**config.mk**
```make
export PLATFORM = sky130hd
export DESIGN_NAME = solovay_strassen_primality
export DESIGN_NICKNAME = d
export VERILOG_FILES = /design/src/ssp_pkg.sv /design/src/ssp_modmul.sv /design/src/ssp_jacobi.sv /design/src/solovay_strassen_primality.sv
export VERILOG_INCLUDE_DIRS = /design/src /design/src/src
export SDC_FILE = /design/constraint.sdc
export NUM_CORES = 1
export LEC_CHECK = 0
export ABC_AREA = 1
export BUFFER_PORTS_ARGS = -buffer_cell sky130_fd_sc_hd__buf_2
export CAP_MARGIN = 20
export CORE_MARGIN = 10
export CORE_UTILIZATION = 55
export CTS_CLUSTER_DIAMETER = 120
export DETAILED_ROUTE_END_ITERATION = 6
export PLACE_DENSITY = 0.83
export SYNTH_ARGS = -nofsm -noshare
export SYNTH_HDL_FRONTEND = slang
export SYNTH_SLANG_ARGS = --single-unit
```
**constraint.sdc**
```tcl
create_clock -name clk -period 10.7 [get_ports clk]
set_input_delay 1.07 -clock clk [delete_from_list [all_inputs] [get_ports clk]]
set_output_delay 1.07 -clock clk [all_outputs]
set_load 0.01 [all_outputs]
```
**src/solovay_strassen_primality_defines.svh**
```systemverilog
// Assertion macros for the primality tester.
// Each macro needs clk and rst_n in scope where it is used.
`ifndef SOLOVAY_STRASSEN_PRIMALITY_DEFINES_SVH
`define SOLOVAY_STRASSEN_PRIMALITY_DEFINES_SVH

// Same-cycle implication
`define SSP_ASSERT_IMP(lbl, ante, cons, msg) \
    lbl: assert property (@(posedge clk) disable iff (!rst_n) (ante) |-> (cons)) \
        else $error(msg);

// Next-cycle implication
`define SSP_ASSERT_NXT(lbl, ante, cons, msg) \
    lbl: assert property (@(posedge clk) disable iff (!rst_n) (ante) |=> (cons)) \
        else $error(msg);

`endif

```
**src/ssp_pkg.sv**
```systemverilog
// ---------------------------------------------------------------------------
// ssp_pkg
// Shared constants, verdict codes and status types of the primality tester.
// ---------------------------------------------------------------------------
`timescale 1ns / 1ps
`default_nettype none

package ssp_pkg;

    localparam int NUMBER_BITS_DEF = 32;
    localparam int CAND_W          = 32;
    localparam int ROUND_W         = 6;
    localparam int BASE_W          = 8;
    localparam logic [ROUND_W-1:0] ROUND_RESET = 6'd14;

    typedef logic [2:0] verdict_t;
    localparam verdict_t V_TRIVIAL  = 3'd0;
    localparam verdict_t V_GCD      = 3'd1;
    localparam verdict_t V_EULER    = 3'd2;
    localparam verdict_t V_SMALL    = 3'd3;
    localparam verdict_t V_PROBABLE = 3'd4;

    // Status of the remainder / Jacobi unit
    typedef struct packed {
        logic done;
        logic coprime;
        logic neg;
    } jac_stat_t;

endpackage

`default_nettype wire

```
**src/ssp_modmul.sv**
```systemverilog
// ---------------------------------------------------------------------------
// ssp_modmul
// Bit-serial interleaved modular multiplier: one multiplier bit per cycle.
// ---------------------------------------------------------------------------
`timescale 1ns / 1ps
`default_nettype none

module ssp_modmul #(
    parameter int NB = 32
) (
    input  wire logic          clk,
    input  wire logic          rst_n,
    input  wire logic          start,
    input  wire logic [NB-1:0] a,
    input  wire logic [NB-1:0] b,
    input  wire logic [NB-1:0] m,
    output logic               done,
    output logic [NB-1:0]      result
);
    localparam int CW = $clog2(NB + 1);

    logic [NB-1:0] a_reg, b_reg, acc_reg;
    logic [CW-1:0] cnt_reg;
    logic          busy_reg, done_reg;
    logic [NB+1:0] s;
    logic [NB+2:0] d1, d2;
    logic [NB-1:0] acc_next;

    // 2*acc + bit*a, then reduce by m or 2m (s stays below 3m)
    always_comb
    begin
        s  = {1'b0, acc_reg, 1'b0} + {2'b00, (b_reg[NB-1] ? a_reg : {NB{1'b0}})};
        d1 = {1'b0, s} - {3'b000, m};
        d2 = {1'b0, s} - {2'b00, m, 1'b0};
        if (!d2[NB+2])
            acc_next = d2[NB-1:0];
        else if (!d1[NB+2])
            acc_next = d1[NB-1:0];
        else
            acc_next = s[NB-1:0];
    end

    always_ff @(posedge clk or negedge rst_n)
    begin
        if (!rst_n)
        begin
            busy_reg <= 1'b0;
            done_reg <= 1'b0;
            cnt_reg  <= '0;
        end
        else
        begin
            done_reg <= 1'b0;
            if (start)
            begin
                busy_reg <= 1'b1;
                cnt_reg  <= CW'(NB);
            end
            else if (busy_reg)
            begin
                cnt_reg <= cnt_reg - 1'b1;
                if (cnt_reg == CW'(1))
                begin
                    busy_reg <= 1'b0;
                    done_reg <= 1'b1;
                end
            end
        end
    end

    // Datapath
    always_ff @(posedge clk)
    begin
        if (start)
        begin
            a_reg   <= a;
            b_reg   <= b;
            acc_reg <= '0;
        end
        else if (busy_reg)
        begin
            acc_reg <= acc_next;
            b_reg   <= {b_reg[NB-2:0], 1'b0};
        end
    end

    assign done   = done_reg;
    assign result = acc_reg;

endmodule

`default_nettype wire

```
**src/ssp_jacobi.sv**
```systemverilog
// ---------------------------------------------------------------------------
// ssp_jacobi
// Serial n mod base, then binary Jacobi symbol (base/n) and coprimality.
// ---------------------------------------------------------------------------
`timescale 1ns / 1ps
`default_nettype none

module ssp_jacobi #(
    parameter int NB = 32
) (
    input  wire logic                      clk,
    input  wire logic                      rst_n,
    input  wire logic                      start,
    input  wire logic [NB-1:0]             n,
    input  wire logic [ssp_pkg::BASE_W-1:0] base,
    output ssp_pkg::jac_stat_t             stat
);
    import ssp_pkg::*;

    localparam int CW = $clog2(NB + 1);

    typedef enum logic [2:0] {
        J_IDLE = 3'b001,
        J_REM  = 3'b010,
        J_LOOP = 3'b100
    } jstate_t;

    jstate_t           state_reg;
    logic [NB-1:0]     n_sh_reg;
    logic [BASE_W-1:0] base_reg, a_reg, m_reg;
    logic [BASE_W:0]   rem_reg, rem_t, rem_next;
    logic [CW-1:0]     cnt_reg;
    logic              flip_reg, done_reg, coprime_reg;

    // One quotient bit of the restoring division
    always_comb
    begin
        rem_t = {rem_reg[BASE_W-1:0], n_sh_reg[NB-1]};
        if (rem_t >= {1'b0, base_reg})
            rem_next = rem_t - {1'b0, base_reg};
        else
            rem_next = rem_t;
    end

    always_ff @(posedge clk or negedge rst_n)
    begin
        if (!rst_n)
        begin
            state_reg   <= J_IDLE;
            done_reg    <= 1'b0;
            coprime_reg <= 1'b0;
            flip_reg    <= 1'b0;
            cnt_reg     <= '0;
        end
        else
        begin
            done_reg <= 1'b0;
            unique case (state_reg)
                J_IDLE:
                begin
                    if (start)
                    begin
                        state_reg <= J_REM;
                        cnt_reg   <= CW'(NB);
                        // reciprocity flip of the first swap
                        flip_reg  <= (n[1:0] == 2'b11) && (base[1:0] == 2'b11);
                    end
                end
                J_REM:
                begin
                    cnt_reg <= cnt_reg - 1'b1;
                    if (cnt_reg == CW'(1))
                        state_reg <= J_LOOP;
                end
                J_LOOP:
                begin
                    if (a_reg == '0)
                    begin
                        done_reg    <= 1'b1;
                        coprime_reg <= (m_reg == BASE_W'(1));
                        state_reg   <= J_IDLE;
                    end
                    else if (!a_reg[0])
                    begin
                        if (m_reg[2:0] == 3'd3 || m_reg[2:0] == 3'd5)
                            flip_reg <= ~flip_reg;
                    end
                    else if (a_reg < m_reg)
                    begin
                        if (a_reg[1:0] == 2'b11 && m_reg[1:0] == 2'b11)
                            flip_reg <= ~flip_reg;
                    end
                end
                default:
                    state_reg <= J_IDLE;
            endcase
        end
    end

    // Datapath
    always_ff @(posedge clk)
    begin
        if (state_reg == J_IDLE && start)
        begin
            n_sh_reg <= n;
            base_reg <= base;
            rem_reg  <= '0;
        end
        else if (state_reg == J_REM)
        begin
            rem_reg  <= rem_next;
            n_sh_reg <= {n_sh_reg[NB-2:0], 1'b0};
            if (cnt_reg == CW'(1))
            begin
                a_reg <= rem_next[BASE_W-1:0];
                m_reg <= base_reg;
            end
        end
        else if (state_reg == J_LOOP && a_reg != '0)
        begin
            if (!a_reg[0])
                a_reg <= {1'b0, a_reg[BASE_W-1:1]};
            else if (a_reg < m_reg)
            begin
                a_reg <= m_reg;
                m_reg <= a_reg;
            end
            else
                a_reg <= a_reg - m_reg;
        end
    end

    assign stat.done    = done_reg;
    assign stat.coprime = coprime_reg;
    assign stat.neg     = flip_reg;

endmodule

`default_nettype wire

```
**src/solovay_strassen_primality.sv**
```systemverilog
// ---------------------------------------------------------------------------
// solovay_strassen_primality
// Deterministic Solovay-Strassen test over odd bases 3, 5, 7, ...
// ---------------------------------------------------------------------------
//  channel | signals                                  | direction
//  --------+------------------------------------------+----------
//  in      | in_valid, in_stall, candidate            | sink
//  out     | out_valid, out_stall, is_prime, verdict  | source
//  cfg     | cfg_valid, cfg_ready, cfg_data           | sink
//
//  Trivial candidates go straight from idle to the result. Each round takes a
//  check state, the serial remainder and the Jacobi loop, then bit-serial
//  modular exponentiation.
//  Reset: round_count returns to 14; the sequencer state and out_valid clear.
//  One item at a time; out_stall holds the result register and in_stall
//  stays high until the result can be loaded.
`timescale 1ns / 1ps
`default_nettype none

`include "solovay_strassen_primality_defines.svh"

module solovay_strassen_primality #(
    parameter int NUMBER_BITS = ssp_pkg::NUMBER_BITS_DEF
) (
    input  wire logic                        clk,
    input  wire logic                        rst_n,
    input  wire logic                        in_valid,
    output logic                             in_stall,
    input  wire logic [ssp_pkg::CAND_W-1:0]  candidate,
    output logic                             out_valid,
    input  wire logic                        out_stall,
    output logic                             is_prime,
    output logic [2:0]                       verdict,
    input  wire logic                        cfg_valid,
    output logic                             cfg_ready,
    input  wire logic [ssp_pkg::ROUND_W-1:0] cfg_data
);
    import ssp_pkg::*;

    localparam int NB = NUMBER_BITS;
    localparam int CW = $clog2(NB + 1);

    typedef enum logic [6:0] {
        S_IDLE  = 7'b0000001,
        S_CHECK = 7'b0000010,
        S_JAC   = 7'b0000100,
        S_PBIT  = 7'b0001000,
        S_SQ    = 7'b0010000,
        S_MUL   = 7'b0100000,
        S_DONE  = 7'b1000000
    } state_t;

    state_t            state_reg, state_next;
    logic [ROUND_W-1:0] round_count_reg, rnd_reg;
    logic [BASE_W-1:0] base_reg;
    logic [NB-1:0]     n_reg, e_reg, acc_reg;
    logic [CW-1:0]     bit_cnt_reg;
    logic              neg_reg;
    verdict_t          verd_reg;
    logic              out_valid_reg, is_prime_reg;
    verdict_t          verdict_reg;

    logic [NB+CAND_W-1:0] cand_wide;
    logic [NB-1:0]        n_in;
    logic [NB+BASE_W-1:0] base_wide;
    logic [NB-1:0]        base_ext;
    logic                 accept, out_free;
    logic                 jac_start, mul_start;
    logic [NB-1:0]        mul_a, mul_b, mul_res;
    logic                 mul_done;
    jac_stat_t            jstat;
    logic                 euler_ok;

    assign cand_wide = {{NB{1'b0}}, candidate};
    assign n_in      = cand_wide[NB-1:0];
    assign base_wide = {{NB{1'b0}}, base_reg};
    assign base_ext  = base_wide[NB-1:0];
    assign accept    = in_valid && !in_stall;
    assign out_free  = !out_valid_reg || !out_stall;
    assign euler_ok  = (acc_reg == NB'(1) && !neg_reg) ||
                       (acc_reg == n_reg - NB'(1) && neg_reg);

    // Configuration register
    assign cfg_ready = 1'b1;
    always_ff @(posedge clk or negedge rst_n)
    begin
        if (!rst_n)
            round_count_reg <= ROUND_RESET;
        else if (cfg_valid && cfg_ready)
            round_count_reg <= cfg_data;
    end

    // Sequencer
    always_comb
    begin
        state_next = state_reg;
        jac_start  = 1'b0;
        mul_start  = 1'b0;
        mul_a      = acc_reg;
        mul_b      = acc_reg;
        unique case (state_reg)
            S_IDLE:
            begin
                if (accept)
                begin
                    if (n_in[NB-1:1] == '0 || (n_in[NB-1:2] == '0 && n_in[1]) || !n_in[0])
                        state_next = S_DONE;
                    else
                        state_next = S_CHECK;
                end
            end
            S_CHECK:
            begin
                if (rnd_reg == round_count_reg || base_ext == n_reg)
                    state_next = S_DONE;
                else
                begin
                    jac_start  = 1'b1;
                    state_next = S_JAC;
                end
            end
            S_JAC:
            begin
                if (jstat.done)
                    state_next = jstat.coprime ? S_PBIT : S_DONE;
            end
            S_PBIT:
            begin
                if (bit_cnt_reg == '0)
                    state_next = euler_ok ? S_CHECK : S_DONE;
                else
                begin
                    mul_start  = 1'b1;
                    state_next = S_SQ;
                end
            end
            S_SQ:
            begin
                if (mul_done)
                begin
                    if (e_reg[NB-1])
                    begin
                        mul_start  = 1'b1;
                        mul_a      = mul_res;
                        mul_b      = base_ext;
                        state_next = S_MUL;
                    end
                    else
                        state_next = S_PBIT;
                end
            end
            S_MUL:
            begin
                if (mul_done)
                    state_next = S_PBIT;
            end
            S_DONE:
            begin
                if (out_free)
                    state_next = S_IDLE;
            end
            default:
                state_next = S_IDLE;
        endcase
    end

    always_ff @(posedge clk or negedge rst_n)
    begin
        if (!rst_n)
        begin
            state_reg     <= S_IDLE;
            out_valid_reg <= 1'b0;
        end
        else
        begin
            state_reg <= state_next;
            if (state_reg == S_DONE && out_free)
                out_valid_reg <= 1'b1;
            else if (!out_stall)
                out_valid_reg <= 1'b0;
        end
    end

    // Round and exponent datapath
    always_ff @(posedge clk)
    begin
        unique case (state_reg)
            S_IDLE:
            begin
                n_reg    <= n_in;
                rnd_reg  <= '0;
                base_reg <= BASE_W'(3);
                if (n_in[NB-1:2] == '0 && n_in[1])
                    verd_reg <= V_SMALL;
                else
                    verd_reg <= V_TRIVIAL;
            end
            S_CHECK:
            begin
                if (rnd_reg == round_count_reg)
                    verd_reg <= V_PROBABLE;
                else if (base_ext == n_reg)
                    verd_reg <= V_SMALL;
            end
            S_JAC:
            begin
                neg_reg     <= jstat.neg;
                acc_reg     <= NB'(1);
                e_reg       <= {1'b0, n_reg[NB-1:1]};
                bit_cnt_reg <= CW'(NB);
                verd_reg    <= V_GCD;
            end
            S_PBIT:
            begin
                if (bit_cnt_reg == '0)
                begin
                    verd_reg <= V_EULER;
                    rnd_reg  <= rnd_reg + 1'b1;
                    base_reg <= base_reg + BASE_W'(2);
                end
            end
            S_SQ:
            begin
                if (mul_done)
                begin
                    acc_reg <= mul_res;
                    if (!e_reg[NB-1])
                    begin
                        e_reg       <= {e_reg[NB-2:0], 1'b0};
                        bit_cnt_reg <= bit_cnt_reg - 1'b1;
                    end
                end
            end
            S_MUL:
            begin
                if (mul_done)
                begin
                    acc_reg     <= mul_res;
                    e_reg       <= {e_reg[NB-2:0], 1'b0};
                    bit_cnt_reg <= bit_cnt_reg - 1'b1;
                end
            end
            S_DONE:
            begin
                if (out_free)
                begin
                    verdict_reg  <= verd_reg;
                    is_prime_reg <= (verd_reg == V_SMALL) || (verd_reg == V_PROBABLE);
                end
            end
            default:
            begin
                verd_reg <= V_TRIVIAL;
            end
        endcase
    end

    ssp_jacobi #(.NB(NB)) u_jacobi (
        .clk   (clk),
        .rst_n (rst_n),
        .start (jac_start),
        .n     (n_reg),
        .base  (base_reg),
        .stat  (jstat)
    );

    ssp_modmul #(.NB(NB)) u_modmul (
        .clk    (clk),
        .rst_n  (rst_n),
        .start  (mul_start),
        .a      (mul_a),
        .b      (mul_b),
        .m      (n_reg),
        .done   (mul_done),
        .result (mul_res)
    );

    assign in_stall  = (state_reg != S_IDLE);
    assign out_valid = out_valid_reg;
    assign is_prime  = is_prime_reg;
    assign verdict   = verdict_reg;

    // Checks
    `SSP_ASSERT_IMP(a_prime_match, out_valid,
        is_prime == (verdict == V_SMALL || verdict == V_PROBABLE),
        "is_prime disagrees with verdict")
    `SSP_ASSERT_IMP(a_verdict_range, out_valid, verdict <= V_PROBABLE,
        "verdict code out of range")
    `SSP_ASSERT_NXT(a_busy_after_accept, accept, in_stall,
        "input not stalled after a transfer")
    `SSP_ASSERT_IMP(a_base_below_n, state_reg == S_SQ || state_reg == S_MUL,
        base_ext < n_reg, "base not below candidate during exponentiation")

endmodule

`default_nettype wire

```
Word-level counts from Yosys, hierarchy flattened

Cells that the tools add are included.
Widths: inputs -> output; s select.

Bits in registers: 318
Output and inout bits: 7
Logic and storage cells: 226

Add/sub/neg operators: 11
Order comparisons: 2
Equality and inequality tests: 43
Multiplexer cells: 86
Bitwise logic cells: 3
Reduce and logical (&&, ||, !) cells: 51

Operators with widths:

| operator              | count |
|---|---|
| $mux 32               | 17 |
| $mux 8                | 12 |
| $pmux 32 s3           | 1 |
| $mux 7                | 10 |
| $pmux 32 s2           | 1 |
| $pmux 7 s7            | 1 |
| $mux 6                | 8 |
| $sub 34x32->35        | 1 |
| $sub 34x33->35        | 1 |
| $add 33x32->34        | 1 |
| $eq 32x1->1 const B   | 1 |
| $eq 32x32->1          | 1 |
| $eq 8x32->1           | 1 |
| $sub 32x1->32 const B | 1 |
| $logic_not 31->1      | 1 |
| $logic_not 30->1      | 1 |
| $pmux 6 s2            | 2 |
| $mux 1                | 21 |
| $mux 3                | 6 |
| $pmux 6 s3            | 1 |
| $reduce_bool 2->1     | 9 |
| $sub 6x1->6 const B   | 3 |
| $ne 2x1->1 const B    | 8 |
| $pmux 8 s2            | 1 |
| other kinds (42)      | 86 |

Logic depth before layout (Yosys ltp)

Gate-level depths: netlist (run 1).

Word-level depth: 7
Mapped depth: 33

Hierarchy

A second synthesis (run 1) with hierarchy kept.

Cells, all modules: 3,231
Area, all modules: 23,289.8 um^2

By module, submodules not included:

| module                     | instances | cells an instance | area each (um^2) |
|---|---|---|---|
| ssp_modmul                 | 1         | 1,804             | 11,192.0 |
| solovay_strassen_primality | 1         | 903               | 7,790.0 |
| ssp_jacobi                 | 1         | 524               | 4,307.9 |

Least setup slack after synthesis (run 1)

OpenSTA, ideal clock, no wires.

Path type: reg-to-reg
From: register state_reg[3]
To: register bit_cnt_reg[0] (enable)
Setup time: 0.477 ns
Data arrival time: 3.769 ns
Required time: 10.223 ns
Setup slack: 6.454 ns
Stages on the path, launching flop included: 8
Period minus slack after synthesis: 4.246 ns
Cell sequence: dfrtp_1 -> nor2_1 -> inv_1 -> nor4_1 -> nor2_1 -> inv_1 -> nor2_1 -> nor3_1

Cells in the longest elaborated chain, start to end: 3
Elaborated cells on any way between the ends: 8

RTL lines:

| item                                                | RTL line                          | text |
|---|---|---|
| start: declaration                                  | solovay_strassen_primality.sv:53  | `state_t state_reg, state_next;` |
| start signal: assignment                            | solovay_strassen_primality.sv:176 | `state_reg <= state_next;` |
| $eq 7x5->1 (tied with other cells)                  | solovay_strassen_primality.sv:187 | `unique case (state_reg)` |
| $ne 2x2->1 (no source line) (tied with other cells) | -                                 |  |
| $reduce_and 4->1 (no source line) (*)               | -                                 |  |
| end signal: assignment                              | solovay_strassen_primality.sv:210 | `bit_cnt_reg <= CW'(NB);` |
| end signal: assignment                              | solovay_strassen_primality.sv:230 | `bit_cnt_reg <= bit_cnt_reg - 1'b1;` |
| end signal: assignment                              | solovay_strassen_primality.sv:240 | `bit_cnt_reg <= bit_cnt_reg - 1'b1;` |
| end: declaration                                    | solovay_strassen_primality.sv:57  | `logic [CW-1:0] bit_cnt_reg;` |

Every way passes the cells marked *; elsewhere a longest branch is shown, timed or not.
A chain may end at the register's enable or synchronous reset.

Worst setup path after layout (run 1)

From: register u_modmul.b_reg[31]
To: register u_modmul.acc_reg[0], in the netlist u_modmul.result[0]

Cells in the longest elaborated chain, start to end: 5
Elaborated cells on any way between the ends: 6

RTL lines:

| item                     | RTL line         | text |
|---|---|---|
| start: declaration       | ssp_modmul.sv:22 | `logic [NB-1:0] a_reg, b_reg, acc_reg;` |
| start signal: assignment | ssp_modmul.sv:83 | `b_reg <= {b_reg[NB-2:0], 1'b0};` |
| $mux 32 (*)              | ssp_modmul.sv:32 | `s = {1'b0, acc_reg, 1'b0} + {2'b00, (b_reg[NB-1] ? a_reg : {NB{1'b0}})};` |
| $add 33x32->34 (*)       | ssp_modmul.sv:32 |  |
| $sub 34x32->35           | ssp_modmul.sv:33 | `d1 = {1'b0, s} - {3'b000, m};` |
| $mux 32                  | ssp_modmul.sv:37 | `else if (!d1[NB+2])` |
| $mux 32 (*)              | ssp_modmul.sv:35 | `if (!d2[NB+2])` |
| end signal: assignment   | ssp_modmul.sv:82 | `acc_reg <= acc_next;` |
| end: declaration         | ssp_modmul.sv:22 |  |

Marked as above.

==> results of run 1 <==
-- layout make-up --
cell class / count / share of cell area
clock inverter: 20 / 0.0114
inverter: 421 / 0.0662
multi-input combinational: 2016 / 0.465
clock buffer: 46 / 0.0401
tap: 525 / 0.0275
timing repair buffer: 63 / 0.0170
sequential: 315 / 0.372
-- cells in the mapped netlist (23+ instances only) --
library cell and instances:
xor2_1 74, inv_1 412, nand3_1 122, nor2_1 313, dfxtp_1 40, nand4_1 39, nand2_2 23, clkbuf_1 37
o21ai_0 227, nor3_1 25, dfrtp_1 29, a21oi_1 196, ha_1 119, nand2_1 619, edfxtp_1 241, xnor2_1 36
-- cells in the final DEF (no fill, tap or decap), drive strengths merged, types with 2 or more instances in the layout --
cell type    n
o211ai      24
nor3        27
mux2         3
o22ai        8
a21o        12
o221ai       2
nand4       40
o2bb2ai     15
fa           5
buf         63
dfstp        5
dfrtp       29
nand3      126
o2111ai      6
or2         12
nor2       325
clkbuf      46
ha         119
nand3b      11
inv        424
a21oi      214
xnor2       36
edfxtp     241
bufinv       5
o21a        10
o21bai      14
a21boi       4
o21ai      235
xor2        74
and3         4
a221oi       7
a31oi        9
nand2      643
dfxtp       40
clkinv      11
nor4        18
xnor3        3
-- routing by layer --
layer,share of wire,wire [um],vias up,track usage
met3,0.088,6210,259,0.0476
li1,-,-,9464,-
met1,0.38,27200,9354,0.360
met4,0.074,5280,0,0.196
met2,0.45,32200,1149,0.468
met5,0,0,-,0
-- how the worst max path moves through the flow --
| stage | from | to | slack (ps) | depth (start not counted) |
|---|---|---|---|---|
| 3_5_place_dp | u_modmul.b_reg[31] | u_modmul.result[19] | 4550 | 24 |
| 2_1_floorplan | state_reg[3] | bit_cnt_reg[0] | 6450 | 7 |
| 4_1_cts | u_modmul.b_reg[31] | u_modmul.result[19] | 4520 | 24 |
| 5_1_grt | u_modmul.b_reg[31] | u_modmul.result[11] | 4070 | 25 |
| 3_3_place_gp | u_modmul.b_reg[31] | u_modmul.result[19] | 4750 | 24 |
| 6_report | u_modmul.b_reg[31] | u_modmul.result[0] | 4580 | 25 |
-- critical path, cell delays in order (launching register included) --
cell	delay, ps
edfxtp_1	1090
nand2_1	130
inv_1	110
ha_1	160
inv_1	60
fa_1	410
o21ai_1	300
a21oi_1	180
o21ai_1	350
a21oi_1	140
xor2_1	470
ha_1	420
a21oi_1	210
o21ai_0	130
nand2_1	90
o211ai_1	90
a21oi_1	130
nand2_1	110
nand2_1	70
nand2_1	50
nand2_1	100
nand2_4	240
inv_2	590
nand3_1	170
nand3_1	140
nand2_1	50
-- metrics by stage --
stage	hold WS, ps	cells	util	worst slack, ps	area, um2
4_1_cts	473	3403	0.602	4520	23800
6_report	476	3406	0.604	4580	23900
2_1_floorplan	420	2818	-	6450	21900
5_1_grt	494	3406	0.604	4070	23900
3_5_place_dp	442	3337	0.571	4550	22600
3_3_place_gp	434	3337	0.571	4750	22600
-- cell families after synthesis --
logic type,count (synthesis),share of synthesized area
AO/OA/AOI/OAI,565,0.150
XOR/XNOR,113,0.0471
adder cells (fa/ha/maj),124,0.0726
buffers and inverters,487,0.0877
flip-flops,315,0.406
multiplexers,3,0.00154
other,1,0.000171
AND/OR/NAND/NOR,1210,0.235
==> results.rst, run 1 <==
.. list-table::
   :header-rows: 1

   * - Metric
     - Value
   * - Outcome
     - finished, final reports clean
   * - Critical path start-end classification
     - reg -> reg
   * - Max Fanout on Critical Path
     - 36
   * - Die Height
     - 220 um
   * - Weighted congestion reported at the end of routability-driven placement
     - 1.05
   * - Post-synthesis cell type count
     - 66
   * - Cell at the root of the clock tree
     - clkbuf_16
   * - Clock edge transition at the registers on the reported setup and hold paths
     - 60 ps
   * - End of the worst register-to-register path
     - u_modmul.result[0]
   * - Register area
     - 8890 um2
   * - Peak Freq
     - 0.163 GHz
   * - Post-synthesis cell area
     - 21,900 um2
   * - Shortest clock period the worst path allows after layout
     - 6120 ps
   * - Vias/cell
     - 5.94
   * - Resized Gates After CTS
     - 0
   * - Initial antenna violation count
     - 0
   * - DP Wirelength
     - 55.4 mm
   * - Worst min-delay path startpoint
     - u_jacobi.rem_reg[7]
   * - TritonCTS clock tree
     - built
   * - Total count of max-transition violations in the final report
     - 0
   * - Max H-tree Level
     - 2
   * - Number of buffers created by CTS
     - 36
   * - Critical path startpoint category
     - flop
   * - DRC violation count after routing
     - 0
   * - Clk buf depth
     - 3
   * - ANT cells
     - 0
   * - Number of placement rows
     - 73
   * - Sequential element share of the synthesized area
     - 0.406
   * - Max-Cap Viols
     - 0
   * - End point of the worst hold path
     - u_jacobi.rem_reg[7]
   * - Final Hold Viols
     - 0
   * - TritonCTS Sinks
     - 315
   * - Remaining global-route overflow
     - 0
   * - Post-route ant nets
     - 0
   * - Prevailing post-synth register cell
     - edfxtp_1
   * - Setup slack on the worst flop-to-flop path
     - 4580 ps
   * - Worst path arrival time
     - 6580 ps
   * - Cell types occupying the most area after synthesis
     - edfxtp_1 (33%), nand2_1 (11%), inv_1 (7.1%)
   * - Syn_nets
     - 2,985
   * - Synth area leader
     - edfxtp_1
   * - Clock Skews
     - 33.1 ps
   * - Die width
     - 220 um
   * - Worst Reg-to-Reg Cells
     - 25
   * - Count of cells along the worst hold path
     - 2
   * - Share of flip-flops with an asynchronous set or reset after synthesis
     - 0.108
   * - Mapped Avg Cell Area
     - 7.77 um2
   * - Worst rel slew slack
     - 0.255
   * - Setup repair after global routing missed its margin
     - false
   * - Vias
     - 20,200
   * - Net count reported at finish
     - 3,020
   * - Post-detailed-route wirelength per cell
     - 20.8 um
   * - Worst-skew pair later-pin latency
     - 580 ps
   * - Period utilisation layout
     - 0.572
   * - Routed wire length
     - 70.9 mm
   * - Area of the die
     - 48,200 um2
   * - Worst flop-to-flop path startpoint
     - u_modmul.b_reg[31]
   * - Number of instances in the synthesized netlist
     - 2,818
   * - Area fraction of the dominant cell type after synthesis
     - 0.331
   * - CP Data Required Time
     - 11,160 ps
   * - Vias in the first global route
     - 19,700
   * - Number of design-rule violations left by the first detailed-router iteration
     - 2,323
   * - Multi-input logic area
     - 11,100 um2
   * - Overall track demand over capacity in global routing
     - 0.292
   * - Post-cts hold buffer count
     - 0
   * - Count of buffers from port buffering
     - 48
   * - Yosys reg bits
     - 315
   * - Kind of capture point of the worst setup path
     - flop
   * - Core region area
     - 39,500 um2
   * - Final number of setup-violating endpoints
     - 0
   * - Slew of the pin with the lowest slew margin
     - 1120 ps
   * - Fraction of layout instances using a drive strength above 1
     - 0.0798
   * - EDFF count, synth
     - 241
   * - Worst min path class
     - reg -> reg
   * - Layout overhead on the synthesized area
     - 9.12%
   * - Final sum of negative setup slack
     - 0 ps
   * - IO Count
     - 50
   * - Count of filler cells inserted in the layout
     - 3,382
   * - Setup Buffers After CTS
     - 0
   * - Effective utilization at floorplan
     - 0.553
   * - Count of yosys warnings during synthesis
     - 0
   * - Global-route wire length before repair
     - 109 mm
   * - Total iterations of the first detailed-routing run
     - 6
   * - Maximum number of pins on one net before global-route repair
     - 67
Power of run 1 is left out: the tool's default activity adds up to more than one toggle a clock period on the data nets, which glitch-free logic cannot reach.
==> run 2: changes to the inputs <==
Settings changed: ABC_AREA 1 to 0, PLACE_DENSITY 0.83 to 0.86.
Clock period 10.7 ns to 5.1 ns, I/O delays scaled along.
==> results.rst, run 2 <==
.. list-table::
   :header-rows: 1

   * - Metric
     - Value
   * - Outcome
     - finished with violations
   * - Failing checks
     - design-rule violations, negative hold slack, negative setup slack
   * - Mapped Avg Cell Area
     - 9.44 um2 (+22%)
   * - Maximum number of pins on one net before global-route repair
     - 69 (+3.0%)
   * - Smallest setup slack after layout
     - -326 ps (-4900 ps)
   * - ANT cells
     - 0 (unchanged)
   * - Max-Cap Viols
     - 0 (unchanged)
   * - Peak Freq
     - 0.184 GHz (+13%)
   * - Critical path start-end classification
     - reg -> reg
   * - Prevailing post-synth register cell
     - edfxtp_1
   * - Post-route ant nets
     - 0 (unchanged)
   * - Sequential element share of the synthesized area
     - 0.441 (+0.0345)
   * - Crit path top cell by count
     - buf_12
   * - Final number of setup-violating endpoints
     - 31 (+31)
   * - Remaining global-route overflow
     - 0 (unchanged)
   * - Area of the die
     - 44,700 um2 (-7.1%)
   * - Vias in the first global route
     - 18,000 (-8.2%)
   * - Syn_nets
     - 2,304 (-23%)
   * - Critical path startpoint category
     - flop
   * - Initial antenna violation count
     - 0 (unchanged)
   * - EDFF count, synth
     - 241 (unchanged)
   * - Slew of the pin with the lowest slew margin
     - 909 ps (-209 ps)
   * - TritonCTS clock tree
     - built
   * - Worst rel slew slack
     - 0.389 (+0.134)
   * - IO Count
     - 50 (unchanged)
   * - Final sum of negative setup slack
     - -6210 ps (-6210 ps)
   * - Max H-tree Level
     - 1 (-1)
   * - Final core utilization
     - 0.671 (+0.0669)
   * - Count of buffers from port buffering
     - 48 (unchanged)
   * - Met2 track demand over resource in global routing
     - 0.462 (-0.00655)
   * - Core region area
     - 36,400 um2 (-7.9%)
   * - Fraction of layout instances using a drive strength above 1
     - 0.206 (+0.126)
   * - CP bufs+invs
     - 9 (+6)
   * - DP Area
     - 22,100 um2 (-2.0%)
   * - Number of buffers created by CTS
     - 31 (-14%)
   * - Most common library cell in the layout ignoring fill and taps
     - nand2_1
   * - Worst path arrival time
     - 5890 ps (-690 ps)
   * - Routed wire length
     - 64.7 mm (-8.8%)
   * - Yosys reg bits
     - 315 (unchanged)
   * - Proportion of power drawn by the clock network
     - 0.251
   * - Global-route wire length before repair
     - 97.5 mm (-11%)
   * - Worst-skew pair later-pin latency
     - 590 ps (about the same)
   * - Area fraction of the dominant cell type after synthesis
     - 0.359 (+0.0281)
   * - Multi-input logic area
     - 11,300 um2 (+1.4%)
   * - Total iterations of the first detailed-routing run
     - 7 (+1)
   * - Die Height
     - 212 um (-3.6%)
   * - Setup repair after global routing missed its margin
     - true
   * - Die width
     - 212 um (-3.6%)
   * - Post-synthesis cell type count
     - 88 (+33%)
   * - Cell at the root of the clock tree
     - clkbuf_16
   * - Clock edge transition at the registers on the reported setup and hold paths
     - 70 ps (about the same)
   * - Cell class contributing the biggest share of worst-path delay
     - compound AO/OA/AOI/OAI gates
   * - Leading cell types by count after synthesis
     - nand2_1 (323), edfxtp_1 (241), a21oi_1 (174)
   * - Vias
     - 18,700 (-7.6%)
   * - Effective utilization at floorplan
     - 0.554 (about the same)
   * - Number of placement rows
     - 70 (-4.1%)
   * - Count of filler cells inserted in the layout
     - 2,568 (-24%)
   * - DRC violation count after routing
     - 12 (+12)
   * - Post-detailed-route wirelength per cell
     - 22.6 um (+8.6%)
   * - Switching share of power
     - 0.375
   * - Overall track demand over capacity in global routing
     - 0.272 (-0.0206)
   * - Cell internal pwr
     - 5.93 mW
   * - Switching power of the nets
     - 3.55 mW
   * - Period utilisation layout
     - 1.06 (+0.492)
   * - Layout Cells excl Fill
     - 2,862 (-16%)
   * - Number of instances in the synthesized netlist
     - 2,137 (-24%)
   * - Worst min path class
     - in -> async
   * - Cell types occupying the most area after synthesis
     - edfxtp_1 (36%), ha_1 (7.4%), nand2_1 (6.0%)
   * - Shortest clock period the worst path allows after layout
     - 5430 ps (-697 ps)
   * - Final Hold Viols
     - 1 (+1)
   * - Cell with the biggest individual delay on the critical path
     - edfxtp_1
   * - Number of design-rule violations left by the first detailed-router iteration
     - 2,300 (-0.99%)
   * - Clock Skews
     - 13.0 ps (-20.2 ps)
   * - Synth area leader
     - edfxtp_1
   * - Final standard cell area without fillers
     - 24,400 um2 (+2.3%)
   * - DP Wirelength
     - 44.2 mm (-20%)
   * - Clk buf depth
     - 3 (unchanged)
   * - Vias/cell
     - 6.53 (+9.9%)
   * - Layout overhead on the synthesized area
     - 21.1%
   * - Count of yosys warnings during synthesis
     - 0 (unchanged)
   * - Total count of max-transition violations in the final report
     - 0 (unchanged)
   * - Top library cells by usage in the layout, fill and taps aside
     - nand2_1 (320), edfxtp_1 (241), buf_4 (215)
   * - Max Fanout on Critical Path
     - 7 (-81%)
   * - CP Data Required Time
     - 5570 ps (-5590 ps)
   * - Share of flip-flops with an asynchronous set or reset after synthesis
     - 0.108 (unchanged)
   * - Library cell with the highest instance count after synthesis
     - nand2_1
   * - Leakage
     - 10.4 nW
   * - Hold Slack
     - -0.897 ps (-477 ps)
   * - Power share of the sequential group
     - 0.405
   * - Kind of capture point of the worst setup path
     - flop
   * - Net count reported at finish
     - 2,537 (-16%)
   * - Max stage delay on crit path
     - 400 ps (-690 ps)
   * - TritonCTS Sinks
     - 315 (unchanged)
   * - Weighted congestion reported at the end of routability-driven placement
     - 0.949 (-9.9%)
   * - Routing usage on met1
     - 0.336 (-0.0238)
   * - Post-synthesis cell area
     - 20,200 um2 (-7.8%)
   * - Register area
     - 8890 um2 (unchanged)
   * - Cell count after placement
     - 2,753 (-18%)
   * - Most congested layer reported by global routing
     - met2
   * - Combinational group share of total power
     - 0.344
   * - Worst supply voltage drop on vdd
     - 0.330 mV
   * - Cell area power density
     - 388 nW/um2
   * - Global-route met3 utilization
     - 0.0398 (-0.00780)
## run 2: cell types whose count changed after synthesis, moves of 23 or more
cell,previous run,this run
nand2_1,619,323
and2_1,1,40
inv_1,412,87
nand2_2,23,0
mux2i_1,0,27
nor2_1,313,135
o221ai_1,2,25
o21ai_0,227,154
xnor2_1,36,99
nand3_1,122,30
clkbuf_1,37,80
and3_1,4,48
a21o_1,12,45
## run 2: power groups by stage
stage	Clock (mW)	Sequential [mW]	Combinational, mW
floorplan	0	3.62	2.01
global placement	0	3.82	2.86
detailed placement	0	3.84	2.98
CTS	2.38	3.80	3.04
global route	2.47	3.86	3.50
finish	2.38	3.84	3.26
## run 2: kinds of logic after synthesis
| logic type | count (synthesis) | share of synthesized area |
|---|---|---|
| AOI/OAI and AO/OA | 560 | 0.173 |
| and+or+nand+nor | 755 | 0.181 |
| DFF | 315 | 0.441 |
| xor gates and xnor gates | 163 | 0.0708 |
| other | 1 | 0.000186 |
| adders and majority gates | 124 | 0.0788 |
| buffers and inverters | 180 | 0.0352 |
| muxes | 39 | 0.0201 |
## run 2: area by class of cell
class | instances | share of cell area
Multi-Input combinational cell | 1642 | 0.461
Sequential cell | 315 | 0.364
Timing Repair Buffer | 293 | 0.0953
Clock buffer | 40 | 0.0331
Tap cell | 468 | 0.0240
Inverter | 87 | 0.0137
Clock inverter | 17 | 0.00886
## run 2: per-layer routing
metal  up-vias  routed length, um
met3       275               6520
met5         -                  0
li1       8264                  -
met1      8862              23700
met2      1279              30600
met4         0               3840
## run 2: path summary, 6_finish.rpt
path                                     start             endpoint  slack (ps)  cells past startpoint
max                         u_modmul.b_reg[31]   u_modmul.result[7]        -330                     27
min                                      rst_n         state_reg[6]        -0.9                      1
max reg2reg                 u_modmul.b_reg[31]   u_modmul.result[7]        -330                     27
min reg2reg                u_jacobi.rem_reg[7]  u_jacobi.rem_reg[7]         480                      2
max in group asynchronous                rst_n  u_jacobi.cnt_reg[0]        4610                      1
min in group clk                 candidate[30]            n_reg[30]         110                      1
## run 2: what timing repair did
action                     4_1_cts  5_1_grt
setup buffers                   23       30
hold buffers                     0        0
cloned                           1        3
setup endpoints to repair       32       32
resized for setup               67       94
pin swaps                       51       54
## run 2: through the flow
stage          power [mW]  setup WS, ps
2_1_floorplan        5.63          25.7
3_3_place_gp         6.68          -401
3_5_place_dp         6.82          -508
4_1_cts              9.22          -117
5_1_grt              9.84          -455
6_report             9.49          -326
Power figures use the tool's default switching activity.
